**src/rtl/core/vsa_pkg.sv**
```systemverilog
// ----------------------------------------------------------------------------
// vsa_pkg
// Shared constants, command codes and the token and commit structures of the
// voice slot allocator.
// ----------------------------------------------------------------------------
package vsa_pkg;

  // Pool size and derived widths
  localparam int NUM_SLOTS = 16;
  localparam int SEL_W     = (NUM_SLOTS > 1) ? $clog2(NUM_SLOTS) : 1;

  // Field widths
  localparam int CMD_W   = 2;
  localparam int ID_W    = 16;
  localparam int CH_W    = 8;
  localparam int SLOT_W  = 8;
  localparam int STAMP_W = 32;

  // Command codes
  localparam logic [CMD_W-1:0] CMD_ASSIGN  = 2'd0;
  localparam logic [CMD_W-1:0] CMD_RELEASE = 2'd1;
  localparam logic [CMD_W-1:0] CMD_QUERY   = 2'd2;

  // Request token that walks the cell chain, one cell per cycle
  typedef struct packed {
    logic               valid;
    logic [CMD_W-1:0]   cmd;
    logic [SLOT_W-1:0]  idx;
    logic               found;
    logic [STAMP_W-1:0] best_stamp;
    logic [SEL_W-1:0]   best_idx;
    logic [ID_W-1:0]    owner_id;
    logic [CH_W-1:0]    owner_ch;
  } tok_t;

  // Write of the chosen slot at the end of an assign
  typedef struct packed {
    logic               en;
    logic [SEL_W-1:0]   sel;
    logic [ID_W-1:0]    eid;
    logic [CH_W-1:0]    ech;
    logic [STAMP_W-1:0] stamp;
  } commit_t;

endpackage

```
**src/rtl/core/voice_slot_allocator_oldest_steal.sv**
```systemverilog
// ----------------------------------------------------------------------------
// voice_slot_allocator_oldest_steal
// Pool of playback slots with lowest-free assignment and oldest-first steal.
// ----------------------------------------------------------------------------
// Usage: raise start with in_command and its fields while busy is low; the
// request is taken at that edge and busy rises. Assign takes the lowest free
// slot, or steals the one with the smallest stamp (ties to the lower index)
// and sets out_stolen. Release frees a slot, query returns its owner; an
// index beyond the pool sets out_status and changes nothing.
// Every request gives one result, shown for exactly one cycle with
// out_strobe; the receiver cannot stall, so it must sample then.
// The request token walks the slot cell chain one cell per cycle, and the
// result is registered from the token as it leaves the last cell.
// busy falls as the strobe rises, so a new request can be taken in the strobe
// cycle; no new request is taken while busy is high.
// Reset (rst_n low, synchronous) frees every slot, clears owners, stamps and
// the stamp counter, and drops busy and out_strobe.
// ----------------------------------------------------------------------------
module voice_slot_allocator_oldest_steal (
  input  logic                        clk,
  input  logic                        rst_n,
  input  logic                        start,
  output logic                        busy,
  input  logic [vsa_pkg::CMD_W-1:0]   in_command,
  input  logic [vsa_pkg::ID_W-1:0]    in_entity_id,
  input  logic [vsa_pkg::CH_W-1:0]    in_entity_channel,
  input  logic [vsa_pkg::SLOT_W-1:0]  in_slot_index,
  output logic                        out_strobe,
  output logic [vsa_pkg::SLOT_W-1:0]  out_slot_index_out,
  output logic [vsa_pkg::ID_W-1:0]    out_owner_id,
  output logic [vsa_pkg::CH_W-1:0]    out_owner_channel,
  output logic                        out_stolen,
  output logic                        out_status
);
  import vsa_pkg::*;

  tok_t               tok [NUM_SLOTS+1];
  tok_t               tok_last;
  commit_t            commit;
  logic               accept;
  logic               busy_r,    busy_nxt;
  logic [ID_W-1:0]    req_eid_r;
  logic [CH_W-1:0]    req_ech_r;
  logic [STAMP_W-1:0] stamp_cnt_r;
  logic               in_range;

  logic               strobe_r;
  logic [SLOT_W-1:0]  slot_r,    slot_nxt;
  logic [ID_W-1:0]    oid_r,     oid_nxt;
  logic [CH_W-1:0]    och_r,     och_nxt;
  logic               stolen_r,  stolen_nxt;
  logic               status_r,  status_nxt;

  assign accept = start && !busy_r;

  // Launch a fresh token into the first cell
  always_comb begin
    tok[0]            = '0;
    tok[0].valid      = accept;
    tok[0].cmd        = in_command;
    tok[0].idx        = in_slot_index;
    tok[0].best_stamp = '1;
  end

  // Chain of slot cells
  for (genvar g = 0; g < NUM_SLOTS; g++) begin : g_cell
    vsa_cell u_cell (
      .clk      (clk),
      .rst_n    (rst_n),
      .cell_idx (SEL_W'(g)),
      .tok_i    (tok[g]),
      .commit   (commit),
      .tok_o    (tok[g+1])
    );
  end

  assign tok_last = tok[NUM_SLOTS];
  assign in_range = ({1'b0, tok_last.idx} < (SLOT_W+1)'(NUM_SLOTS));

  // Write the chosen slot when the assign token leaves the chain
  always_comb begin
    commit.en    = tok_last.valid && (tok_last.cmd == CMD_ASSIGN);
    commit.sel   = tok_last.best_idx;
    commit.eid   = req_eid_r;
    commit.ech   = req_ech_r;
    commit.stamp = stamp_cnt_r + STAMP_W'(1);
  end

  // Form the result
  always_comb begin
    slot_nxt   = '0;
    oid_nxt    = '0;
    och_nxt    = '0;
    stolen_nxt = 1'b0;
    status_nxt = 1'b0;
    case (tok_last.cmd)
      CMD_ASSIGN: begin
        slot_nxt   = SLOT_W'(tok_last.best_idx);
        stolen_nxt = !tok_last.found;
      end
      CMD_RELEASE: begin
        slot_nxt   = tok_last.idx;
        status_nxt = !in_range;
      end
      CMD_QUERY: begin
        slot_nxt   = tok_last.idx;
        oid_nxt    = tok_last.owner_id;
        och_nxt    = tok_last.owner_ch;
        status_nxt = !in_range;
      end
      default: begin
      end
    endcase
  end

  // Set busy on a request, drop it as the result goes out
  always_comb begin
    busy_nxt = busy_r;
    if (accept) begin
      busy_nxt = 1'b1;
    end else if (tok_last.valid) begin
      busy_nxt = 1'b0;
    end
  end

  // Hold control state
  always_ff @(posedge clk) begin
    if (!rst_n) begin
      busy_r      <= 1'b0;
      strobe_r    <= 1'b0;
      stamp_cnt_r <= '0;
    end else begin
      busy_r   <= busy_nxt;
      strobe_r <= tok_last.valid;
      if (commit.en) begin
        stamp_cnt_r <= commit.stamp;
      end
    end
  end

  // Hold request payload and result payload
  always_ff @(posedge clk) begin
    if (accept) begin
      req_eid_r <= in_entity_id;
      req_ech_r <= in_entity_channel;
    end
    if (tok_last.valid) begin
      slot_r   <= slot_nxt;
      oid_r    <= oid_nxt;
      och_r    <= och_nxt;
      stolen_r <= stolen_nxt;
      status_r <= status_nxt;
    end
  end

  assign busy               = busy_r;
  assign out_strobe         = strobe_r;
  assign out_slot_index_out = slot_r;
  assign out_owner_id       = oid_r;
  assign out_owner_channel  = och_r;
  assign out_stolen         = stolen_r;
  assign out_status         = status_r;

endmodule

```
**src/rtl/core/vsa_cell.sv**
```systemverilog
// ----------------------------------------------------------------------------
// vsa_cell
// One slot of the pool. Holds the slot state, updates the passing request
// token (free search, oldest search, release, query) and hands it on.
// ----------------------------------------------------------------------------
module vsa_cell (
  input  logic                    clk,
  input  logic                    rst_n,
  input  logic [vsa_pkg::SEL_W-1:0] cell_idx,
  input  vsa_pkg::tok_t           tok_i,
  input  vsa_pkg::commit_t        commit,
  output vsa_pkg::tok_t           tok_o
);
  import vsa_pkg::*;

  logic               free_r,  free_nxt;
  logic [ID_W-1:0]    id_r,    id_nxt;
  logic [CH_W-1:0]    ch_r,    ch_nxt;
  logic [STAMP_W-1:0] stamp_r, stamp_nxt;
  tok_t               tok_r,   tok_nxt;
  logic               hit;

  assign hit = (SLOT_W'(cell_idx) == tok_i.idx);

  // Update the token and the slot state
  always_comb begin
    tok_nxt   = tok_i;
    free_nxt  = free_r;
    id_nxt    = id_r;
    ch_nxt    = ch_r;
    stamp_nxt = stamp_r;
    if (tok_i.valid) begin
      case (tok_i.cmd)
        CMD_ASSIGN: begin
          if (!tok_i.found) begin
            if (free_r) begin
              tok_nxt.found    = 1'b1;
              tok_nxt.best_idx = cell_idx;
            end else if (stamp_r < tok_i.best_stamp) begin
              tok_nxt.best_stamp = stamp_r;
              tok_nxt.best_idx   = cell_idx;
            end
          end
        end
        CMD_RELEASE: begin
          if (hit) begin
            free_nxt = 1'b1;
            id_nxt   = '0;
            ch_nxt   = '0;
          end
        end
        CMD_QUERY: begin
          if (hit) begin
            tok_nxt.owner_id = id_r;
            tok_nxt.owner_ch = ch_r;
          end
        end
        default: begin
        end
      endcase
    end
    // Take the slot chosen by an assign
    if (commit.en && (commit.sel == cell_idx)) begin
      free_nxt  = 1'b0;
      id_nxt    = commit.eid;
      ch_nxt    = commit.ech;
      stamp_nxt = commit.stamp;
    end
  end

  // Hold slot state and advance the token
  always_ff @(posedge clk) begin
    if (!rst_n) begin
      free_r  <= 1'b1;
      id_r    <= '0;
      ch_r    <= '0;
      stamp_r <= '0;
      tok_r   <= '0;
    end else begin
      free_r  <= free_nxt;
      id_r    <= id_nxt;
      ch_r    <= ch_nxt;
      stamp_r <= stamp_nxt;
      tok_r   <= tok_nxt;
    end
  end

  assign tok_o = tok_r;

endmodule

```
**config.mk**
```make
export PLATFORM = sky130hd
export DESIGN_NAME = voice_slot_allocator_oldest_steal
export DESIGN_NICKNAME = d
export VERILOG_FILES = /design/src/rtl/core/vsa_pkg.sv /design/src/rtl/core/voice_slot_allocator_oldest_steal.sv /design/src/rtl/core/vsa_cell.sv
export SDC_FILE = /design/constraint.sdc
export NUM_CORES = 2
export LEC_CHECK = 0
export ABC_AREA = 1
export BUFFER_PORTS_ARGS = -buffer_cell sky130_fd_sc_hd__buf_4
export CAP_MARGIN = 5
export CORE_MARGIN = 4
export CORE_UTILIZATION = 60
export CTS_BUF_LIST = sky130_fd_sc_hd__clkbuf_8
export CTS_CLUSTER_SIZE = 30
export DETAILED_ROUTE_END_ITERATION = 10
export PLACE_DENSITY = 0.76
export SLEW_MARGIN = 15
export SYNTH_ARGS = -nofsm -noshare
export SYNTH_HDL_FRONTEND = slang
export SYNTH_SLANG_ARGS = --single-unit
export TNS_END_PERCENT = 50
```
**constraint.sdc**
```tcl
create_clock -name clk -period 4.5 [get_ports clk]
set_clock_uncertainty 0.15 [all_clocks]
set_input_delay 0.225 -clock clk [delete_from_list [all_inputs] [get_ports clk]]
set_output_delay 0.225 -clock clk [all_outputs]
set_load 0.02 [all_outputs]
```
==> key figures <==
Clock tree
  – Maximum buffer depth of the clock tree: 4
  – Worst-path clk slew: 0.06 ns
  – CTS sink cnt: 2,109
  – Clk Latency, worst-skew pair: 1.01 ns
  – CTS tree: done
  – Clock root cell: clkbuf_8
  – Post-CTS Setup Inserts: 0
  – CTS Buf Count: 346
  – CTS resizes: 0
  – H-tree Lvls: 5

Synth
  – Number of enable flip-flop cells after synthesis: 58
  – Unique masters post-synth: 48
  – Syn Area/Cell: 7.50 sq um
  – Post-Synthesis Cells: 11,767
  – Synth Flop Type: dfxtp_1
  – Post-synthesis net count: 12,273
  – Async S/R FF share, synth: 0%
  – Synthesized area: 88,200 sq um
  – Synth Warn #: 0
  – Register area share after synthesis: 48.5%
  – Yosys reg bits: 2,109

Floorplanning
  – I/O pin count: 73
  – Core ar.: 146,000 sq um
  – Num rows: 140
  – Die width: 391 um
  – Full die area: 153,000 sq um
  – Die Ht: 391 um
  – Initial Util: 60.5%

Critical path
  – Crit path required time: 5.26 ns
  – Crit-path most repeated cell: inv_1
  – Crit end category: flop
  – Reg2reg start: g_cell[15].u_cell.tok_o[69]
  – Worst path arrival time: 4.34 ns
  – Critical path, cell by cell: inv_1 > ha_1 > nand2_1 > inv_2 > nand3_1 > nor2_4 > buf_4 > o21ai_0 > o21bai_1 > inv_1
  – Reg2Reg Depth: 10
  – Setup slack, reg-to-reg: 0.92 ns
  – Critical path launch point type: flop
  – CP max-delay cell: nor2_4
  – CP max FO: 42
  – Worst setup path category: reg2reg
  – Reg2reg end: g_cell[2].u_cell.stamp_r[17]
  – Worst path max stage delay: 0.71 ns

Min path
  – Hold Path Class: in2reg
  – Hold path depth: 7
  – Worst Hold End: g_cell[0].u_cell.free_r
  – HP Start: in_slot_index[2]

Placed design
  – Dpl cells: 13,163
  – Hpwl dp: 138,000 um
  – Routability Congestion: 0.866
  – PortBufs: 72
  – Place WS: 1.03 ns

Power
  – Psw: 8.00 mW
  – Logic pwr share: 2.2%
  – Peak supply drop: 0.292 mV
  – Sw frac: 22.1%
  – Int Power: 28.1 mW
  – Tot Pwr: 36.1 mW
  – Share of power burned in registers: 52.6%
  – Leakage power: 48.4 nW
  – Cell Pwr Density: 371 nW/um^2
  – Clock group share of total power: 45.2%

STA
  – Min Clock Period, post-route: 3.58 ns
  – Least-Margin Pin Slew: 1.16 ns
  – Final cycle utilization of the critical path: 79.6%
  – RSZ-0062 raised after global routing: false
  – Highest Clock Rate: 0.279 GHz
  – Setup TNS: 0 ns
  – Slew HR: 22.3%
  – Final slew viol count: 0
  – Final hold vios: 0
  – Setup ws final: 0.919 ns
  – Final setup violation count: 0

Final layout
  – Share of post-route cells with drive strength above 1: 6.42%
  – Layout net count: 12,183
  – Fill count: 11,941
  – Synthesis-to-layout area growth: 10.4%
  – Post-layout util: 66.8%
  – Reg area: 42,800 sq um
  – Multi-input gate area: 36,400 sq um
  – Fin cells: 13,845

GRT
  – Met3 usage: 3.99%
  – First-pass GRT wire length: 346,000 um
  – Initial antenna violation count: 2
  – Largest net degree at the start of global routing: 228
  – Number of global-route vias before repair: 68,871
  – All-Layer GR Usage: 27.2%
  – M1 GR Usage: 36.3%
  – Met2 Use GR: 44.8%
  – GR peak layer: met2
  – Grt ovf: 0

Routing
  – Vias: 73,058
  – Final ANT Viol Nets: 0
  – Vias/cell: 5.28
  – Residual DRC: 0
  – Iter 0 DRT Violations: 6,186
  – Drt wl/cell: 15.3 um
  – Final WL: 213,000 um
  – First-pass DRT Iterations: 7

Outcome
  – Status: completed

Job
  – Max-cap violation count: 0
final cells by class:
type / instances / share of cell area [%]
antenna: 2 / 0.00514
timing repair buffer: 271 / 2.43
tap: 1917 / 2.46
multi-input combinational: 7187 / 37.4
clock buffer: 438 / 6.19
inverter: 1762 / 6.80
clock inverter: 159 / 0.831
sequential: 2109 / 43.9
Yosys cell counts (2+ instances only):
cell type     n  area, sq um
a211oi_1     48          360
a21o_1        4         30.0
a21oi_1    1039         5200
a31oi_1       5         31.3
a41oi_1      27          236
buf_1        13         48.8
buf_2        93          465
buf_4         4         30.0
buf_6         3         33.8
clkbuf_1    596         2240
dfxtp_1    2051        41100
edfxtp_1     58         1740
ha_1        469         5870
inv_1      1749         6570
inv_2        12         45.0
nand2_1    2137         8020
nand2_2       5         31.3
nand3_1     492         2460
nand4_1      53          332
nor2_1     1672         6280
nor2_4        4         45.0
nor3_1       71          355
nor3_2        2         20.0
nor3b_1       2         15.0
nor4_1       35          219
o211ai_1     80          601
o21a_1       34          255
o21ai_0     820         4100
o21ai_1       9         45.0
o21bai_1    136         1020
or2_2         6         37.5
xor2_1       21          184
xor2_4        2         55.1
registers in the layout, summed over array words and instances, names as in the netlist, 8 cells and up:
| signal | cells |
|---|---|
| g_cell.u_cell.ch_r | 128 |
| g_cell.u_cell.free_r | 16 |
| g_cell.u_cell.id_r | 256 |
| g_cell.u_cell.stamp_r | 512 |
| g_cell.u_cell.tok_o | 1105 |
| out_owner_channel | 8 |
| out_owner_id | 16 |
| out_slot_index_out | 8 |
| req_ech_r | 8 |
| req_eid_r | 16 |
| stamp_cnt_r | 32 |
placed cells by master (no fill, tap or decap), types with 15 or more instances in the layout:
cell	count
a211oi_1	48
a21oi_1	1039
a41oi_1	27
buf_4	178
clkbuf_8	438
clkinv_2	34
dfxtp_1	2050
dlygate4sd3_1	81
edfxtp_1	58
ha_1	469
inv_1	1865
nand2_1	2137
nand3_1	478
nand3_2	15
nand4_1	53
nor2_1	1654
nor2_4	21
nor3_1	68
nor4_1	33
o211ai_1	80
o21a_1	34
o21ai_0	820
o21bai_1	136
cells by family (layout without fill, tap and decap cells):
| logic type | Yosys count | after routing | share of synthesized area (%) |
|---|---|---|---|
| flops | 2109 | 2109 | 48.5 |
| compound gates | 2205 | 2205 | 13.5 |
| other cells | 0 | 2 | 0 |
| fa+ha+maj | 469 | 469 | 6.65 |
| simple gates | 4489 | 4489 | 20.3 |
| xor+xnor | 24 | 24 | 0.289 |
| buf+inv | 2471 | 2630 | 10.7 |
critical path: cells and delay by family (launching register included):
kind	cells	cell delay, ns
AO/OA/AOI/OAI	2	0.35
adder cells (fa/ha/maj)	1	0.30
buffers and inverters	4	1.01
flip-flops	1	0.31
AND/OR/NAND/NOR	3	1.34
routing by layer:
layer | share of wire [%] | vias up
li1 | - | 36733
met1 | 44 | 33572
met5 | 0 | -
met4 | 3.3 | 0
met2 | 46 | 2307
met3 | 6.6 | 446
stage by stage:
stage	area, sq um	hold slack [ns]
after floorplan	88200	0.168
after global placement	89700	0.253
after detailed placement	89700	0.254
after CTS	97400	0.00765
after global routing	97400	0.124
final	97400	0.0924
power groups by stage:
stage          Combinational [mW]  Clock (mW)  Sequential, mW
2_1_floorplan               0.550           0            19.3
3_3_place_gp                0.692           0            19.4
3_5_place_dp                0.708           0            19.4
4_1_cts                     0.766        16.6            19.0
5_1_grt                     0.863        17.5            19.0
6_report                    0.778        16.3            19.0
how the worst max path moves through the flow:
stage | startpoint | end | slack (ns) | depth (start not counted)
CTS | g_cell[15].u_cell.tok_o[69] | g_cell[2].u_cell.stamp_r[17] | 1.01 | 10
detailed placement | g_cell[15].u_cell.tok_o[69] | g_cell[2].u_cell.stamp_r[19] | 1.03 | 10
finish | g_cell[15].u_cell.tok_o[69] | g_cell[2].u_cell.stamp_r[17] | 0.92 | 10
floorplan | g_cell[15].u_cell.tok_o[71] | g_cell[4].u_cell.stamp_r[7] | 1.72 | 9
global route | g_cell[15].u_cell.tok_o[69] | g_cell[2].u_cell.stamp_r[28] | 0.71 | 10
global placement | g_cell[15].u_cell.tok_o[69] | g_cell[2].u_cell.stamp_r[29] | 1.16 | 10
repair_timing:
item                       CTS  global route
setup endpoints to repair    0             0
hold buffers                81             0
hold endpoints to repair   404             0
Power figures use the tool's default switching activity.
